==> src/hdl/onewire_bus_master_sequencer_core_defines.svh <==
// Assertion macros for the 1-Wire master sequencer core.
// Used by the modules under hdl/ that carry concurrent checks; expects clk_i and rst_ni in scope.
`ifndef ONEWIRE_BUS_MASTER_SEQUENCER_CORE_DEFINES_SVH
`define ONEWIRE_BUS_MASTER_SEQUENCER_CORE_DEFINES_SVH

`ifndef ASSERT_OFF

// Property that must hold at every clock edge outside reset.
`define OWMS_ASSERT(name, prop) \
  name: assert property (@(posedge clk_i) disable iff (!rst_ni) (prop)) \
    else $error("owms check failed");

// Implication: when ante holds, cons must hold in the same cycle.
`define OWMS_ASSERT_IMP(name, ante, cons) \
  name: assert property (@(posedge clk_i) disable iff (!rst_ni) (ante) |-> (cons)) \
    else $error("owms check failed");

// Implication: when ante holds, cons must hold in the cycle after.
`define OWMS_ASSERT_NEXT(name, ante, cons) \
  name: assert property (@(posedge clk_i) disable iff (!rst_ni) (ante) |=> (cons)) \
    else $error("owms check failed");

`else

`define OWMS_ASSERT(name, prop)
`define OWMS_ASSERT_IMP(name, ante, cons)
`define OWMS_ASSERT_NEXT(name, ante, cons)

`endif

`endif

==> src/hdl/owms_pkg.sv <==
// Shared types, constants and helpers for the 1-Wire master sequencer core.
// No dependencies; used by owms_bitbuf, owms_seq and the top level.
package owms_pkg;

  localparam int BUFFER_BITS = 80;
  localparam int BUF_AW      = $clog2(BUFFER_BITS);
  localparam int FIELD_W     = 7;   // index and count fields
  localparam int WAIT_W      = 10;

  // Bus timing, in microsecond ticks
  localparam logic [WAIT_W-1:0] T_IDLE         = WAIT_W'(100);
  localparam logic [WAIT_W-1:0] T_START        = WAIT_W'(100);
  localparam logic [WAIT_W-1:0] T_RESET        = WAIT_W'(600);
  localparam logic [WAIT_W-1:0] T_RESET_WAIT   = WAIT_W'(15);
  localparam logic [WAIT_W-1:0] T_PRESENCE     = WAIT_W'(40);
  localparam logic [WAIT_W-1:0] T_PRESENCE_END = WAIT_W'(300);
  localparam logic [WAIT_W-1:0] T_LOW          = WAIT_W'(2);
  localparam logic [WAIT_W-1:0] T_SLOT         = WAIT_W'(60);
  localparam logic [WAIT_W-1:0] T_DATA_WAIT    = WAIT_W'(15);
  localparam logic [WAIT_W-1:0] T_END          = WAIT_W'(5);
  localparam logic [WAIT_W-1:0] T_SLAVE        = WAIT_W'(5);

  typedef enum logic [2:0] {
    OP_TICK  = 3'd0,
    OP_LOAD  = 3'd1,
    OP_START = 3'd2,
    OP_RESET = 3'd3,
    OP_READ  = 3'd4
  } op_e;

  typedef enum logic [3:0] {
    PH_INIT       = 4'd0,
    PH_IDLE       = 4'd1,
    PH_ERROR      = 4'd2,
    PH_RST_START  = 4'd3,
    PH_RST_END    = 4'd4,
    PH_PRES_START = 4'd5,
    PH_PRES_END   = 4'd6,
    PH_WR_BEGIN   = 4'd7,
    PH_WR_SET     = 4'd8,
    PH_WR_END     = 4'd9,
    PH_WR_NEXT    = 4'd10,
    PH_RD_BEGIN   = 4'd11,
    PH_RD_SET     = 4'd12,
    PH_RD_END     = 4'd13,
    PH_RD_NEXT    = 4'd14,
    PH_END        = 4'd15
  } phase_e;

  // Bit buffer access request, one per accepted transfer
  typedef struct packed {
    logic              wr_en;
    logic [BUF_AW-1:0] wr_addr;
    logic              wr_data;
    logic              rd_en;
    logic [BUF_AW-1:0] rd_addr;
    logic              clr_all;
    logic              clr_tail;   // clear entries at and above tail_from
    logic [FIELD_W-1:0] tail_from;
  } buf_req_t;

  // Status after the last accepted transfer
  typedef struct packed {
    logic   bus_out;
    logic   ready_res;
    logic   busy_res;
    logic   read_bit;
    phase_e phase;
  } res_t;

  function automatic logic in_range(logic [FIELD_W-1:0] idx);
    return (32'(idx) < 32'(BUFFER_BITS));
  endfunction

  function automatic logic [FIELD_W-1:0] clamp_count(logic [FIELD_W-1:0] cnt);
    return (32'(cnt) > 32'(BUFFER_BITS)) ? FIELD_W'(BUFFER_BITS) : cnt;
  endfunction

endpackage

==> src/hdl/owms_bitbuf.sv <==
// Transmit/receive bit buffer: synchronous RAM with registered read and per-entry valid bits.
// Depends on owms_pkg; an entry never written since its last clear reads as zero.
module owms_bitbuf (
  input  logic               clk_i,
  input  logic               rst_ni,
  input  owms_pkg::buf_req_t req_i,
  output logic               rd_bit_o
);

  logic                             mem_q [owms_pkg::BUFFER_BITS];
  logic [owms_pkg::BUFFER_BITS-1:0] valid_q;
  logic                             rd_data_q;
  logic                             rd_valid_q;

  always_ff @(posedge clk_i) begin
    if (req_i.wr_en) begin
      mem_q[req_i.wr_addr] <= req_i.wr_data;
    end
  end

  always_ff @(posedge clk_i) begin
    if (req_i.rd_en) begin
      rd_data_q <= mem_q[req_i.rd_addr];
    end
  end

  always_ff @(posedge clk_i or negedge rst_ni) begin
    if (!rst_ni) begin
      valid_q    <= '0;
      rd_valid_q <= 1'b0;
    end else begin
      if (req_i.rd_en) begin
        rd_valid_q <= valid_q[req_i.rd_addr];
      end
      if (req_i.clr_all) begin
        valid_q <= '0;
      end else begin
        if (req_i.clr_tail) begin
          for (int i = 0; i < owms_pkg::BUFFER_BITS; i++) begin
            if (32'(i) >= 32'(req_i.tail_from)) begin
              valid_q[i] <= 1'b0;
            end
          end
        end
        if (req_i.wr_en) begin
          valid_q[req_i.wr_addr] <= 1'b1;
        end
      end
    end
  end

  assign rd_bit_o = rd_data_q & rd_valid_q;

endmodule

==> src/hdl/owms_seq.sv <==
// Sequencer: tick timer, bus phase machine, counters and bit buffer request generation.
// Depends on owms_pkg and the assertion macros header.
`include "onewire_bus_master_sequencer_core_defines.svh"

module owms_seq (
  input  logic                          clk_i,
  input  logic                          rst_ni,
  input  logic                          accept_i,
  input  logic [2:0]                    op_i,
  input  logic                          bus_in_i,
  input  logic                          bit_value_i,
  input  logic [owms_pkg::FIELD_W-1:0]  bit_index_i,
  input  logic [owms_pkg::FIELD_W-1:0]  tx_count_i,
  input  logic [owms_pkg::FIELD_W-1:0]  rx_count_i,
  input  logic                          buf_rd_bit_i,
  output owms_pkg::buf_req_t            buf_req_o,
  output owms_pkg::res_t                res_o
);

  owms_pkg::phase_e                phase_q, phase_d;
  logic [owms_pkg::FIELD_W-1:0]    send_q, send_d;
  logic [owms_pkg::FIELD_W-1:0]    read_q, read_d;
  logic [owms_pkg::FIELD_W-1:0]    slot_q, slot_d;
  logic [owms_pkg::WAIT_W-1:0]     period_q, period_d;
  logic [owms_pkg::WAIT_W-1:0]     wait_q, wait_d;
  logic                            ready_q, ready_d;
  logic                            drive_q, drive_d;
  logic                            drive_pend_q, drive_pend_d;  // drive level sits in RAM data
  logic                            rst_pend_q, rst_pend_d;
  logic                            rd_op_q, rd_op_d;
  logic                            busy;
  logic                            drive_eff;
  logic [owms_pkg::FIELD_W-1:0]    slot_inc;
  owms_pkg::phase_e                ph;
  owms_pkg::op_e                   op;

  assign op        = owms_pkg::op_e'(op_i);
  assign busy      = (send_q != '0) || (read_q != '0);
  assign drive_eff = drive_pend_q ? buf_rd_bit_i : drive_q;
  assign slot_inc  = slot_q + owms_pkg::FIELD_W'(1);
  // A pending reset request turns the next step into an init step
  assign ph        = rst_pend_q ? owms_pkg::PH_INIT : phase_q;

  always_comb begin
    phase_d      = phase_q;
    send_d       = send_q;
    read_d       = read_q;
    slot_d       = slot_q;
    period_d     = period_q;
    wait_d       = wait_q;
    ready_d      = ready_q;
    drive_d      = drive_q;
    drive_pend_d = drive_pend_q;
    rst_pend_d   = rst_pend_q;
    rd_op_d      = rd_op_q;
    buf_req_o    = '0;

    if (accept_i) begin
      drive_d      = drive_eff;
      drive_pend_d = 1'b0;
      rd_op_d      = 1'b0;
      unique case (op)
        owms_pkg::OP_TICK: begin
          if (wait_q != '0) begin
            wait_d = wait_q - owms_pkg::WAIT_W'(1);
          end else begin
            unique case (ph)
              owms_pkg::PH_INIT: begin
                buf_req_o.clr_all = 1'b1;
                send_d     = '0;
                read_d     = '0;
                slot_d     = '0;
                ready_d    = 1'b0;
                rst_pend_d = 1'b0;
                drive_d    = 1'b1;
                period_d   = owms_pkg::T_IDLE;
                phase_d    = owms_pkg::PH_IDLE;
              end
              owms_pkg::PH_IDLE: begin
                if (send_q == owms_pkg::FIELD_W'(1)) begin
                  drive_d  = 1'b1;
                  period_d = owms_pkg::T_DATA_WAIT;
                  phase_d  = owms_pkg::PH_WR_BEGIN;
                end else if (send_q != '0) begin
                  drive_d  = 1'b1;
                  period_d = owms_pkg::T_START;
                  phase_d  = owms_pkg::PH_RST_START;
                end else if (read_q != '0) begin
                  drive_d  = 1'b1;
                  period_d = owms_pkg::T_START;
                  phase_d  = owms_pkg::PH_RD_BEGIN;
                end
              end
              owms_pkg::PH_ERROR: begin
                buf_req_o.clr_all = 1'b1;
                send_d     = '0;
                read_d     = '0;
                slot_d     = '0;
                ready_d    = 1'b0;
                rst_pend_d = 1'b0;
                period_d   = owms_pkg::T_IDLE;
                phase_d    = owms_pkg::PH_END;
              end
              owms_pkg::PH_RST_START: begin
                period_d = owms_pkg::T_RESET;
                drive_d  = 1'b0;
                phase_d  = owms_pkg::PH_RST_END;
              end
              owms_pkg::PH_RST_END: begin
                period_d = owms_pkg::T_RESET_WAIT;
                drive_d  = 1'b1;
                phase_d  = owms_pkg::PH_PRES_START;
              end
              owms_pkg::PH_PRES_START: begin
                period_d = owms_pkg::T_PRESENCE;
                phase_d  = bus_in_i ? owms_pkg::PH_PRES_END : owms_pkg::PH_ERROR;
              end
              owms_pkg::PH_PRES_END: begin
                period_d = owms_pkg::T_PRESENCE_END;
                phase_d  = bus_in_i ? owms_pkg::PH_ERROR : owms_pkg::PH_WR_BEGIN;
              end
              owms_pkg::PH_WR_BEGIN: begin
                if (send_q == '0) begin
                  phase_d = owms_pkg::PH_WR_NEXT;
                end else begin
                  period_d = owms_pkg::T_LOW;
                  drive_d  = 1'b0;
                  phase_d  = owms_pkg::PH_WR_SET;
                end
              end
              owms_pkg::PH_WR_SET: begin
                // Data bit comes back from RAM next cycle
                if (owms_pkg::in_range(slot_q)) begin
                  buf_req_o.rd_en   = 1'b1;
                  buf_req_o.rd_addr = owms_pkg::BUF_AW'(slot_q);
                  drive_pend_d      = 1'b1;
                end else begin
                  drive_d = 1'b0;
                end
                period_d = owms_pkg::T_SLOT;
                phase_d  = owms_pkg::PH_WR_END;
              end
              owms_pkg::PH_WR_END: begin
                period_d = owms_pkg::T_END;
                drive_d  = 1'b1;
                phase_d  = owms_pkg::PH_WR_NEXT;
              end
              owms_pkg::PH_WR_NEXT: begin
                if (slot_inc < send_q) begin
                  slot_d  = slot_inc;
                  phase_d = owms_pkg::PH_WR_BEGIN;
                end else begin
                  slot_d   = '0;
                  period_d = owms_pkg::T_SLOT;
                  phase_d  = owms_pkg::PH_RD_BEGIN;
                end
              end
              owms_pkg::PH_RD_BEGIN: begin
                if (read_q == '0) begin
                  phase_d = owms_pkg::PH_RD_NEXT;
                end else begin
                  period_d = owms_pkg::T_LOW;
                  drive_d  = 1'b0;
                  phase_d  = owms_pkg::PH_RD_SET;
                end
              end
              owms_pkg::PH_RD_SET: begin
                period_d = owms_pkg::T_SLAVE;
                drive_d  = 1'b1;
                phase_d  = owms_pkg::PH_RD_END;
              end
              owms_pkg::PH_RD_END: begin
                if (owms_pkg::in_range(slot_q)) begin
                  buf_req_o.wr_en   = 1'b1;
                  buf_req_o.wr_addr = owms_pkg::BUF_AW'(slot_q);
                  buf_req_o.wr_data = bus_in_i;
                end
                period_d = owms_pkg::T_SLOT;
                phase_d  = owms_pkg::PH_RD_NEXT;
              end
              owms_pkg::PH_RD_NEXT: begin
                slot_d   = slot_inc;
                period_d = owms_pkg::T_DATA_WAIT;
                if (slot_inc < read_q) begin
                  phase_d = owms_pkg::PH_RD_BEGIN;
                end else begin
                  // bits past the read count are dropped
                  buf_req_o.clr_tail  = 1'b1;
                  buf_req_o.tail_from = read_q;
                  ready_d = 1'b1;
                  send_d  = '0;
                  read_d  = '0;
                  phase_d = owms_pkg::PH_END;
                end
              end
              owms_pkg::PH_END: begin
                slot_d  = '0;
                phase_d = owms_pkg::PH_IDLE;
              end
            endcase
            wait_d = period_d;
          end
        end
        owms_pkg::OP_LOAD: begin
          if (!busy && owms_pkg::in_range(bit_index_i)) begin
            buf_req_o.wr_en   = 1'b1;
            buf_req_o.wr_addr = owms_pkg::BUF_AW'(bit_index_i);
            buf_req_o.wr_data = bit_value_i;
          end
        end
        owms_pkg::OP_START: begin
          if (!busy) begin
            send_d  = owms_pkg::clamp_count(tx_count_i);
            read_d  = owms_pkg::clamp_count(rx_count_i);
            ready_d = 1'b0;
          end
        end
        owms_pkg::OP_RESET: begin
          rst_pend_d = 1'b1;
        end
        owms_pkg::OP_READ: begin
          if (owms_pkg::in_range(bit_index_i)) begin
            buf_req_o.rd_en   = 1'b1;
            buf_req_o.rd_addr = owms_pkg::BUF_AW'(bit_index_i);
            rd_op_d           = 1'b1;
          end
        end
        default: begin
        end
      endcase
    end
  end

  always_ff @(posedge clk_i or negedge rst_ni) begin
    if (!rst_ni) begin
      phase_q      <= owms_pkg::PH_INIT;
      send_q       <= '0;
      read_q       <= '0;
      slot_q       <= '0;
      period_q     <= '0;
      wait_q       <= '0;
      ready_q      <= 1'b0;
      drive_q      <= 1'b1;
      drive_pend_q <= 1'b0;
      rst_pend_q   <= 1'b0;
      rd_op_q      <= 1'b0;
    end else begin
      phase_q      <= phase_d;
      send_q       <= send_d;
      read_q       <= read_d;
      slot_q       <= slot_d;
      period_q     <= period_d;
      wait_q       <= wait_d;
      ready_q      <= ready_d;
      drive_q      <= drive_d;
      drive_pend_q <= drive_pend_d;
      rst_pend_q   <= rst_pend_d;
      rd_op_q      <= rd_op_d;
    end
  end

  always_comb begin
    res_o.bus_out   = drive_eff;
    res_o.ready_res = ready_q;
    res_o.busy_res  = busy;
    res_o.read_bit  = rd_op_q & buf_rd_bit_i;
    res_o.phase     = phase_q;
  end

  // Completion clears the counts in the same step that flags ready
  `OWMS_ASSERT(a_ready_not_busy, !(ready_q && busy))
  // A tick that only counts down leaves the sequencer where it is
  `OWMS_ASSERT_NEXT(a_wait_holds_phase, accept_i && (op == owms_pkg::OP_TICK) && (wait_q != '0), $stable(phase_q))
  // One RAM access per transfer
  `OWMS_ASSERT(a_single_access, !(buf_req_o.wr_en && buf_req_o.rd_en))
  // Bus is pulled low only inside a reset pulse or a slot
  `OWMS_ASSERT_IMP(a_low_in_slot, !drive_eff, (phase_q == owms_pkg::PH_RST_END) || (phase_q == owms_pkg::PH_WR_SET) || (phase_q == owms_pkg::PH_WR_END) || (phase_q == owms_pkg::PH_RD_SET))

endmodule

==> src/hdl/onewire_bus_master_sequencer_core.sv <==
// Channel   Handshake              Payload
// in        in_valid_i/in_ready_o  op_i bus_in_i bit_value_i bit_index_i tx_count_i rx_count_i
// out       out_valid_o/out_ready_i bus_out_o ready_res_o busy_res_o read_bit_o phase_o
//
// One transfer in per cycle while the output is not stalled; its result is offered on the next
// cycle from the output stage. Read bits come from the registered read of the bit buffer RAM.
// rst_ni clears the sequencer to init and empties the bit buffer through its valid bits at once.
// A stalled output holds the input off only while the held result is not taken.
// Depends on owms_pkg, owms_bitbuf and owms_seq.
module onewire_bus_master_sequencer_core (
  input  logic                         clk_i,
  input  logic                         rst_ni,
  input  logic                         in_valid_i,
  output logic                         in_ready_o,
  input  logic [2:0]                   op_i,
  input  logic                         bus_in_i,
  input  logic                         bit_value_i,
  input  logic [owms_pkg::FIELD_W-1:0] bit_index_i,
  input  logic [owms_pkg::FIELD_W-1:0] tx_count_i,
  input  logic [owms_pkg::FIELD_W-1:0] rx_count_i,
  output logic                         out_valid_o,
  input  logic                         out_ready_i,
  output logic                         bus_out_o,
  output logic                         ready_res_o,
  output logic                         busy_res_o,
  output logic                         read_bit_o,
  output logic [3:0]                   phase_o
);

  logic               out_valid_q;
  logic               accept;
  logic               buf_rd_bit;
  owms_pkg::buf_req_t buf_req;
  owms_pkg::res_t     res;

  assign in_ready_o = !out_valid_q || out_ready_i;
  assign accept     = in_valid_i && in_ready_o;

  always_ff @(posedge clk_i or negedge rst_ni) begin
    if (!rst_ni) begin
      out_valid_q <= 1'b0;
    end else if (in_ready_o) begin
      out_valid_q <= in_valid_i;
    end
  end

  owms_seq u_seq (
    .clk_i        (clk_i),
    .rst_ni       (rst_ni),
    .accept_i     (accept),
    .op_i         (op_i),
    .bus_in_i     (bus_in_i),
    .bit_value_i  (bit_value_i),
    .bit_index_i  (bit_index_i),
    .tx_count_i   (tx_count_i),
    .rx_count_i   (rx_count_i),
    .buf_rd_bit_i (buf_rd_bit),
    .buf_req_o    (buf_req),
    .res_o        (res)
  );

  owms_bitbuf u_bitbuf (
    .clk_i    (clk_i),
    .rst_ni   (rst_ni),
    .req_i    (buf_req),
    .rd_bit_o (buf_rd_bit)
  );

  assign out_valid_o = out_valid_q;
  assign bus_out_o   = res.bus_out;
  assign ready_res_o = res.ready_res;
  assign busy_res_o  = res.busy_res;
  assign read_bit_o  = res.read_bit;
  assign phase_o     = res.phase;

endmodule
==> config.mk <==
export PLATFORM = sky130hd
export DESIGN_NAME = onewire_bus_master_sequencer_core
export DESIGN_NICKNAME = d
export VERILOG_FILES = /design/src/hdl/owms_pkg.sv /design/src/hdl/owms_bitbuf.sv /design/src/hdl/owms_seq.sv /design/src/hdl/onewire_bus_master_sequencer_core.sv
export VERILOG_INCLUDE_DIRS = /design/src /design/src/hdl
export SDC_FILE = /design/constraint.sdc
export NUM_CORES = 1
export LEC_CHECK = 0
export ABC_AREA = 1
export BUFFER_PORTS_ARGS = -buffer_cell sky130_fd_sc_hd__buf_2
export CAP_MARGIN = 20
export CORE_ASPECT_RATIO = 0.75
export CORE_MARGIN = 1.5
export CORE_UTILIZATION = 50
export DETAILED_ROUTE_END_ITERATION = 6
export PLACE_DENSITY = 0.67
export SYNTH_ARGS = -nofsm -noshare
export SYNTH_HDL_FRONTEND = slang
export SYNTH_SLANG_ARGS = --single-unit
==> constraint.sdc <==
create_clock -name clk_i -period 12.8 [get_ports clk_i]
set_clock_uncertainty 0.1 [all_clocks]
set_input_delay 2.56 -clock clk_i [delete_from_list [all_inputs] [get_ports clk_i]]
set_output_delay 2.56 -clock clk_i [all_outputs]
set_load 0.02 [all_outputs]
==> metrics.cfg, run 1 <==
[yosys]
syn-instance-count=1679
synth-edff-count=81
synth_async_sr_flop_share=0.620
syn_area_um2=12900
yosysUniqueCellTypes=54
syn_nets=1723
synthFlopType=dfrtp_1
ys_warn_count=0
syn_avg_cell_area_um2=7.69
seq_area_frac_synth=0.445
synth_seq_cells=213

[clocking]
postCtsSetupBuffers=0
holdBufCountCts=0
root_buffer=clkbuf_16
clock_latency_ns=0.52
clkTransAtPathRegs_ns=0.06
h-tree-depth=1
cts_buffer_depth=3
cts_buffers=23
cts_tree=yes
post_cts_resized=0
cts.sinks=213

[worst_setup_path]
critPathArrivalTime_ns=5.97
crit_path_max_fanout=59
ff2ff_path_depth=14
ff2ff_setup_slack_ns=8.06
worstSetupStartpoint=op_i[1]
endpoint_kind=flop
cp.required_ns=12.97
reg2reg_to=u_bitbuf.valid_q[29]$_DFF_PN0_
r2r-start=u_seq.read_q[3]$_DFFE_PN0P_
critPathCapture=u_bitbuf.rd_data_q$_DFFE_PP_
crit_type=input port to flop
start_kind=input port

[power_and_ir_drop]
p_int_w=0.00122
p_switching_w=0.000448
peakVddDrop_mv=0.0967
finalPower_w=0.00167
p_leak_nw=6.73
switching_share=0.268
power.density_nw_per_um2=117
clkPwrFrac=0.439
pwr-share-seq=0.451
p_comb_frac=0.111

[route]
vias_per_cell=6.01
route.detailed.drc=0
drtIter0Drc=1528
wl_per_cell_um=21.9
wirelength_um=45100
drtPass1Iterations=6
ant_nets=0
route.vias.total=12400

[sta]
drv_slew=0
setup-violations-final=0
tightest_slew_ns=0.972
finalCritPeriodShare=0.453
tns_ns=0
slew_headroom=0.352
hold_viol=0
finalCriticalPeriod_ns=5.80
fmax_mhz=172
rsz0062_at_grt=no

[cells_and_area]
syn_to_final_growth_pct=10.5
final_core_util=0.567
seqCellArea_um2=5740
final_design_area_no_fill_um2=14300
fill_cells=2403
final_cells=2058
drive_above_1_share=0.124
final_nets=1747
multi_input_area_um2=5860

[placed_design]
placed_cells=2016
place_area_um2=13400
place_congestion=1.09
port_buffers=39
hpwlAfterDp_um=32500

[min_path]
hold_class=flop to flop

[job]
cap_viol_max_count=0

[global_route]
grt.overflow.total=0
antenna_found_initial=3
grt_max_degree=81
grt_pass1_wl_um=69000
grt_pass1_vias=11500
grt_usage=0.340

[floorplanning]
dieArea_um2=26800
die_x_um=189
rows=50
die_y_um=142
io_pins=40
design.core.area_um2=25100
initial_core_util=0.513

[run_status]
status=finished, final reports clean

==> placed cells by master, fill, tap and decap left out, drive strengths merged, types with 2 or more instances in the layout <==
| cell type | instances |
|---|---|
| nand2 | 334 |
| inv | 284 |
| nor2 | 196 |
| nand3 | 181 |
| dfrtp | 131 |
| o21ai | 105 |
| a21oi | 101 |
| edfxtp | 81 |
| o211ai | 53 |
| buf | 52 |
| clkbuf | 29 |
| nand3b | 24 |
| nand4 | 21 |
| nor3 | 20 |
| ha | 14 |
| o22ai | 13 |
| clkinv | 13 |
| nor4 | 10 |
| xor2 | 8 |
| or2 | 8 |
| o31ai | 6 |
| o21a | 5 |
| a31oi | 5 |
| o221ai | 4 |
| bufinv | 4 |
| o41ai | 3 |
| a21boi | 3 |
| o311ai | 2 |
==> state kept, by name, summed over array words and instances, names as in the netlist <==
register             flops
out_valid_o              1
u_bitbuf.mem_q          80
u_bitbuf.rd_data_q       1
u_bitbuf.rd_valid_q      1
u_bitbuf.valid_q        80
u_seq.drive_pend_q       1
u_seq.drive_q            1
u_seq.period_q          10
u_seq.phase_q            4
u_seq.rd_op_q            1
u_seq.read_q             7
u_seq.ready_q            1
u_seq.rst_pend_q         1
u_seq.send_q             7
u_seq.slot_q             7
u_seq.wait_q            10
==> through the flow <==
| stage | worst slack [ns] | hold slack (ns) |
|---|---|---|
| after global routing | 6.84 | 0.440 |
| after floorplan | 4.94 | 0.358 |
| final | 7.00 | 0.405 |
| after detailed placement | 6.64 | 0.386 |
| after global placement | 6.73 | 0.385 |
| after CTS | 7.16 | 0.401 |
==> power by group through the flow <==
stage               logic [W]  clock network (W)  registers, W
floorplan            0.000123                  0      0.000756
global placement     0.000178                  0      0.000765
detailed placement   0.000181                  0      0.000765
CTS                  0.000182           0.000737      0.000752
global route         0.000204           0.000762      0.000756
finish               0.000185           0.000733      0.000753
==> how the worst min path moves through the flow <==
stage                                         startpoint                        endpoint  slack [ns]  cells past startpoint
after floorplan            u_seq.period_q[7]$_DFFE_PN0P_   u_seq.period_q[7]$_DFFE_PN0P_        0.36                      2
after global placement     u_seq.period_q[7]$_DFFE_PN0P_   u_seq.period_q[7]$_DFFE_PN0P_        0.38                      2
final                      u_seq.period_q[7]$_DFFE_PN0P_   u_seq.period_q[7]$_DFFE_PN0P_        0.40                      2
after global routing      u_bitbuf.valid_q[23]$_DFF_PN0_  u_bitbuf.valid_q[23]$_DFF_PN0_        0.44                      2
after CTS                  u_seq.period_q[7]$_DFFE_PN0P_   u_seq.period_q[7]$_DFFE_PN0P_        0.40                      2
after detailed placement   u_seq.period_q[7]$_DFFE_PN0P_   u_seq.period_q[7]$_DFFE_PN0P_        0.39                      2
==> per-layer routing <==
layer,wire (µm),GRT usage,vias to the layer above
met5,72,0,-
met4,1320,0.102,8
met3,6240,0.120,114
met2,17400,0.450,740
met1,20100,0.513,5894
li1,-,-,5621
==> cells in the mapped netlist (3+ instances only) <==
library cell  instances  area, µm²
a21oi_1             100        500
a31oi_1               5       31.3
buf_1                 5       18.8
buf_2                11       55.1
clkbuf_1             35        131
clkinv_1              6       22.5
dfrtp_1             131       3280
edfxtp_1             81       2430
ha_1                 14        175
inv_1               240        901
inv_2                38        143
inv_4                 5       31.3
nand2_1             323       1210
nand2_2               9       56.3
nand3_1             179        896
nand3b_1             24        180
nand4_1              21        131
nor2_1              151        567
nor2_2               22        138
nor2_4               15        169
nor2_8                8        160
nor3_1               20        100
nor4_1                8       50.1
o211ai_1             53        398
o21a_1                5       37.5
o21ai_0              88        440
o21ai_1              15       75.1
o221ai_1              4       35.0
o22ai_1              11       68.8
o31ai_1               6       45.0
o41ai_1               3       26.3
or2_2                 8       50.1
xor2_1                8       70.1
==> critical path, cell delays in order <==
cell	delay, ns
buf_2	0.12
inv_2	0.07
nand3_1	0.10
nor2_1	0.35
nand2_1	0.17
nand2_2	0.10
buf_4	0.40
nand2_2	0.50
buf_4	0.48
or2_2	0.36
o211ai_1	0.08
nand3_1	0.09
nand3_1	0.13
nand3_1	0.10
nand3_1	0.11
nand2_1	0.06
nand2_1	0.05
nand2_1	0.05
==> cell families (layout without fill, tap and decap cells) <==
family	count (synthesis)	count (layout)	synth area share
other	0	1	0
XOR/XNOR	8	8	0.00543
adder cells (fa/ha/maj)	14	14	0.0136
flip-flops	213	213	0.445
AO/OA/AOI/OAI	305	305	0.139
AND/OR/NAND/NOR	796	796	0.295
buffers and inverters	343	383	0.103
==> final cells by class <==
| cell class | count | area share |
|---|---|---|
| timing repair buffer | 52 | 0.0210 |
| tap | 338 | 0.0297 |
| sequential | 213 | 0.402 |
| antenna | 1 | 0.000176 |
| clock inverter | 12 | 0.0125 |
| clock buffer | 29 | 0.0456 |
| multi-input combinational | 1123 | 0.411 |
| inverter | 290 | 0.0773 |
(Power assumes the default switching activity.)
==> run 2: changes to the inputs <==
--- a/config.mk
+++ b/config.mk
@@ -6,14 +6,14 @@
 export SDC_FILE = /design/constraint.sdc
 export NUM_CORES = 1
 export LEC_CHECK = 0
-export ABC_AREA = 1
+export ABC_AREA = 0
 export BUFFER_PORTS_ARGS = -buffer_cell sky130_fd_sc_hd__buf_2
 export CAP_MARGIN = 20
 export CORE_ASPECT_RATIO = 0.75
 export CORE_MARGIN = 1.5
 export CORE_UTILIZATION = 50
 export DETAILED_ROUTE_END_ITERATION = 6
-export PLACE_DENSITY = 0.67
+export PLACE_DENSITY = 0.7
 export SYNTH_ARGS = -nofsm -noshare
 export SYNTH_HDL_FRONTEND = slang
 export SYNTH_SLANG_ARGS = --single-unit
==> constraint.sdc (replaced) <==
create_clock -name clk_i -period 5.2 [get_ports clk_i]
set_clock_uncertainty 0.1 [all_clocks]
set_input_delay 1.04 -clock clk_i [delete_from_list [all_inputs] [get_ports clk_i]]
set_output_delay 1.04 -clock clk_i [all_outputs]
set_load 0.02 [all_outputs]
==> run 2 against run 1 <==
Clock power up 110%. Final cell count shrank 14%. Largest cell class unchanged. Synthesized cell count decreased by 16%. Cell area is 4.2% lower. Worst setup slack got worse by 5.9 ns. Synthesized area shrank 3.9%. Combinational power grew to 5.3 times the previous value. Power rose to 2.7 times the previous value. First-iteration DRC count rose by 29%.
==> metrics.cfg, run 2 <==
[cells_and_area]
drive_above_1_share=0.111
reg.largest.list=u_bitbuf.mem_q x80, u_bitbuf.valid_q x80
final_nets=1465
syn_to_final_growth_pct=10.1
final_common_cell=nand2_1
final_design_area_no_fill_um2=13700
final_cell_mix=175 x nand2_1, 163 x nor2_1, 131 x dfrtp_1, 94 x a21oi_1, 81 x edfxtp_1

[global_route]
grt.overflow.total=0
grt_pass1_wl_um=69700
grt_pass1_vias=11100
grt_max_degree=102
antenna_found_initial=1
grt_usage=0.361

[worst_setup_path]
path_delay_family=compound AO/OA/AOI/OAI gates
critPathMostFrequentCell=o21a_1
critPathSlowestCell=dfrtp_1
cp_cell_sequence=clkinv_1, ha_1, o21a_1, o21a_1, o21ai_1, a2111oi_4, buf_4, nand2_1, a22oi_1, nor2_1
start_kind=flop
worstSetupStartpoint=u_seq.read_q[3]$_DFFE_PN0P_
ff2ff_path_depth=10
cp.required_ns=5.48
critPathArrivalTime_ns=4.39
endpoint_kind=flop
crit_path_max_fanout=23
reg2reg_to=u_bitbuf.valid_q[31]$_DFF_PN0_
critPathBufInv=2
ff2ff_setup_slack_ns=1.09
max_stage_delay_ns=0.79
r2r-start=u_seq.read_q[3]$_DFFE_PN0P_
crit_type=flop to flop

[clocking]
cts_buffers=23
h-tree-depth=1
cts_tree=yes
postCtsSetupBuffers=0
cts.sinks=213
clkTransAtPathRegs_ns=0.06
holdBufCountCts=0
post_cts_resized=0
root_buffer=clkbuf_16
clock_latency_ns=0.52
cts_buffer_depth=3

[yosys]
synth_async_sr_flop_share=0.620
synth-simple-area-share=0.213
synthMuxAreaShare=0.0187
synthFlopType=dfrtp_1
syn_nets=1450
syn-instance-count=1406
synth_top_family_by_area=compound AO/OA/AOI/OAI gates
synth_common_cells=175 x nand2_1, 165 x nor2_1, 131 x dfrtp_1
syn_area_um2=12400
syn_avg_cell_area_um2=8.82
synth-edff-count=81
yosysMostFrequentCell=nand2_1
yosysUniqueCellTypes=94
synthAdderAreaFrac=0.0141
synthTopCellsByArea=dfrtp_1 26%, edfxtp_1 20%, nand2_1 5.3%, nor2_1 5.0%, a21oi_1 3.8%
synth-xor-area-share=0.00636
synth_compound_area_frac=0.235
netlist.area_leader.share=0.264
synth_top_cell_by_area=dfrtp_1
ys_warn_count=0
synth_seq_cells=213
seq_area_frac_synth=0.463

[min_path]
worst_hold_path.endpoint=u_seq.drive_q$_DFFE_PN1P_
hold_depth=2
worstHoldStart=u_seq.drive_q$_DFFE_PN1P_
hold_class=flop to flop

[power_and_ir_drop]
power.density_nw_per_um2=330
peakVddDrop_mv=0.241
p_leak_nw=5.43

[route]
route.vias.total=12000
wirelength_um=46100
vias_per_cell=6.79
route.detailed.drc=0
drtPass1Iterations=6
wl_per_cell_um=26.1
ant_nets=0
drtIter0Drc=1967

[sta]
hold_viol=0
slew_headroom=0.154
drv_slew=0
setup_slack_ns=1.09
fin_hold_ws_ns=0.382
finalCriticalPeriod_ns=4.11
finalCritPeriodShare=0.790
rsz0062_at_grt=no
tightest_slew_ns=1.27
setup-violations-final=0
tns_ns=0
fmax_mhz=244

[run_status]
status=finished, final reports clean

[placed_design]
port_buffers=39
pre_cts_ws_ns=0.945
hpwlAfterDp_um=32800
place_area_um2=13000
place_congestion=1.05

[floorplanning]
rows=49
initial_core_util=0.513
io_pins=40
die_x_um=185
dieArea_um2=25800
die_y_um=139
design.core.area_um2=24200

[job]
cap_viol_max_count=0

-- run 2: cell types whose count changed in the layout (fill, tap and decap cells not counted), sizes merged, moves of 25 or more --
cell | before | now
inv | 284 | 70
nand2 | 334 | 177
nand3 | 181 | 32
nor3 | 20 | 67
o211ai | 53 | 16
o21ai | 105 | 130
-- run 2: power by group --
| group | internal, W | total, W | switching [W] |
|---|---|---|---|
| clock | 0.000886 | 0.00157 | 0.000680 |
| combinational | 0.000307 | 0.000987 | 0.000681 |
| sequential | 0.00182 | 0.00195 | 0.000135 |
-- run 2: cell type report --
| cell class | instances | area, µm² |
|---|---|---|
| clock buffers | 37 | 638 |
| repair buffers | 74 | 464 |
| multi-input cells | 1035 | 6070 |
| diodes | 1 | 2.50 |
| flip-flops and latches | 213 | 5740 |
| clock inverters | 4 | 45.0 |
| fillers | 2226 | 10500 |
| inverters | 74 | 278 |
| well taps | 331 | 414 |
-- run 2: routing by layer --
layer  GRT usage  wire length [µm]  vias to the layer above
met3       0.158              7770                      145
met1       0.546             19300                     5770
met5           0                 0                        -
met2       0.455             17400                      936
met4       0.104              1700                        0
li1            -                 -                     5158
-- run 2: per-stage QoR --
| stage | instances | utilization | total power [W] |
|---|---|---|---|
| after detailed placement | 1727 | 0.537 | 0.00292 |
| after CTS | 1768 | 0.565 | 0.00446 |
| final | 1769 | 0.565 | 0.00451 |
| after global placement | 1727 | 0.537 | 0.00290 |
| after global routing | 1769 | 0.565 | 0.00467 |
| after floorplan | 1406 | - | 0.00257 |
-- run 2: worst register-to-register path, cell delays in order, from the launching register on --
cell and delay (ns):
dfrtp_1 0.79, clkinv_1 0.58, ha_1 0.46, o21a_1 0.12, o21a_1 0.11, o21ai_1 0.16
a2111oi_4 0.33, buf_4 0.34, nand2_1 0.55, a22oi_1 0.36, nor2_1 0.06
-- run 2: worst max-delay path by stage --
stage,depth (start not counted),slack (ns),to
detailed placement,11,0.94,u_bitbuf.rd_data_q$_DFFE_PP_
floorplan,6,0.35,u_bitbuf.mem_q[0]$_DFFE_PP_
finish,10,1.09,u_bitbuf.valid_q[31]$_DFF_PN0_
global route,11,0.89,u_seq.wait_q[6]$_DFFE_PN0P_
CTS,9,1.26,u_bitbuf.mem_q[3]$_DFFE_PP_
global placement,9,0.99,u_bitbuf.mem_q[34]$_DFFE_PP_
-- run 2: logic make-up (layout without fill, tap and decap cells) --
family / Yosys count / count (layout)
other: 0 / 1
adder cells (fa/ha/maj): 14 / 14
multiplexers: 22 / 22
XOR/XNOR: 9 / 9
buffers and inverters: 158 / 189
AND/OR/NAND/NOR: 555 / 555
AO/OA/AOI/OAI: 435 / 435
flip-flops: 213 / 213
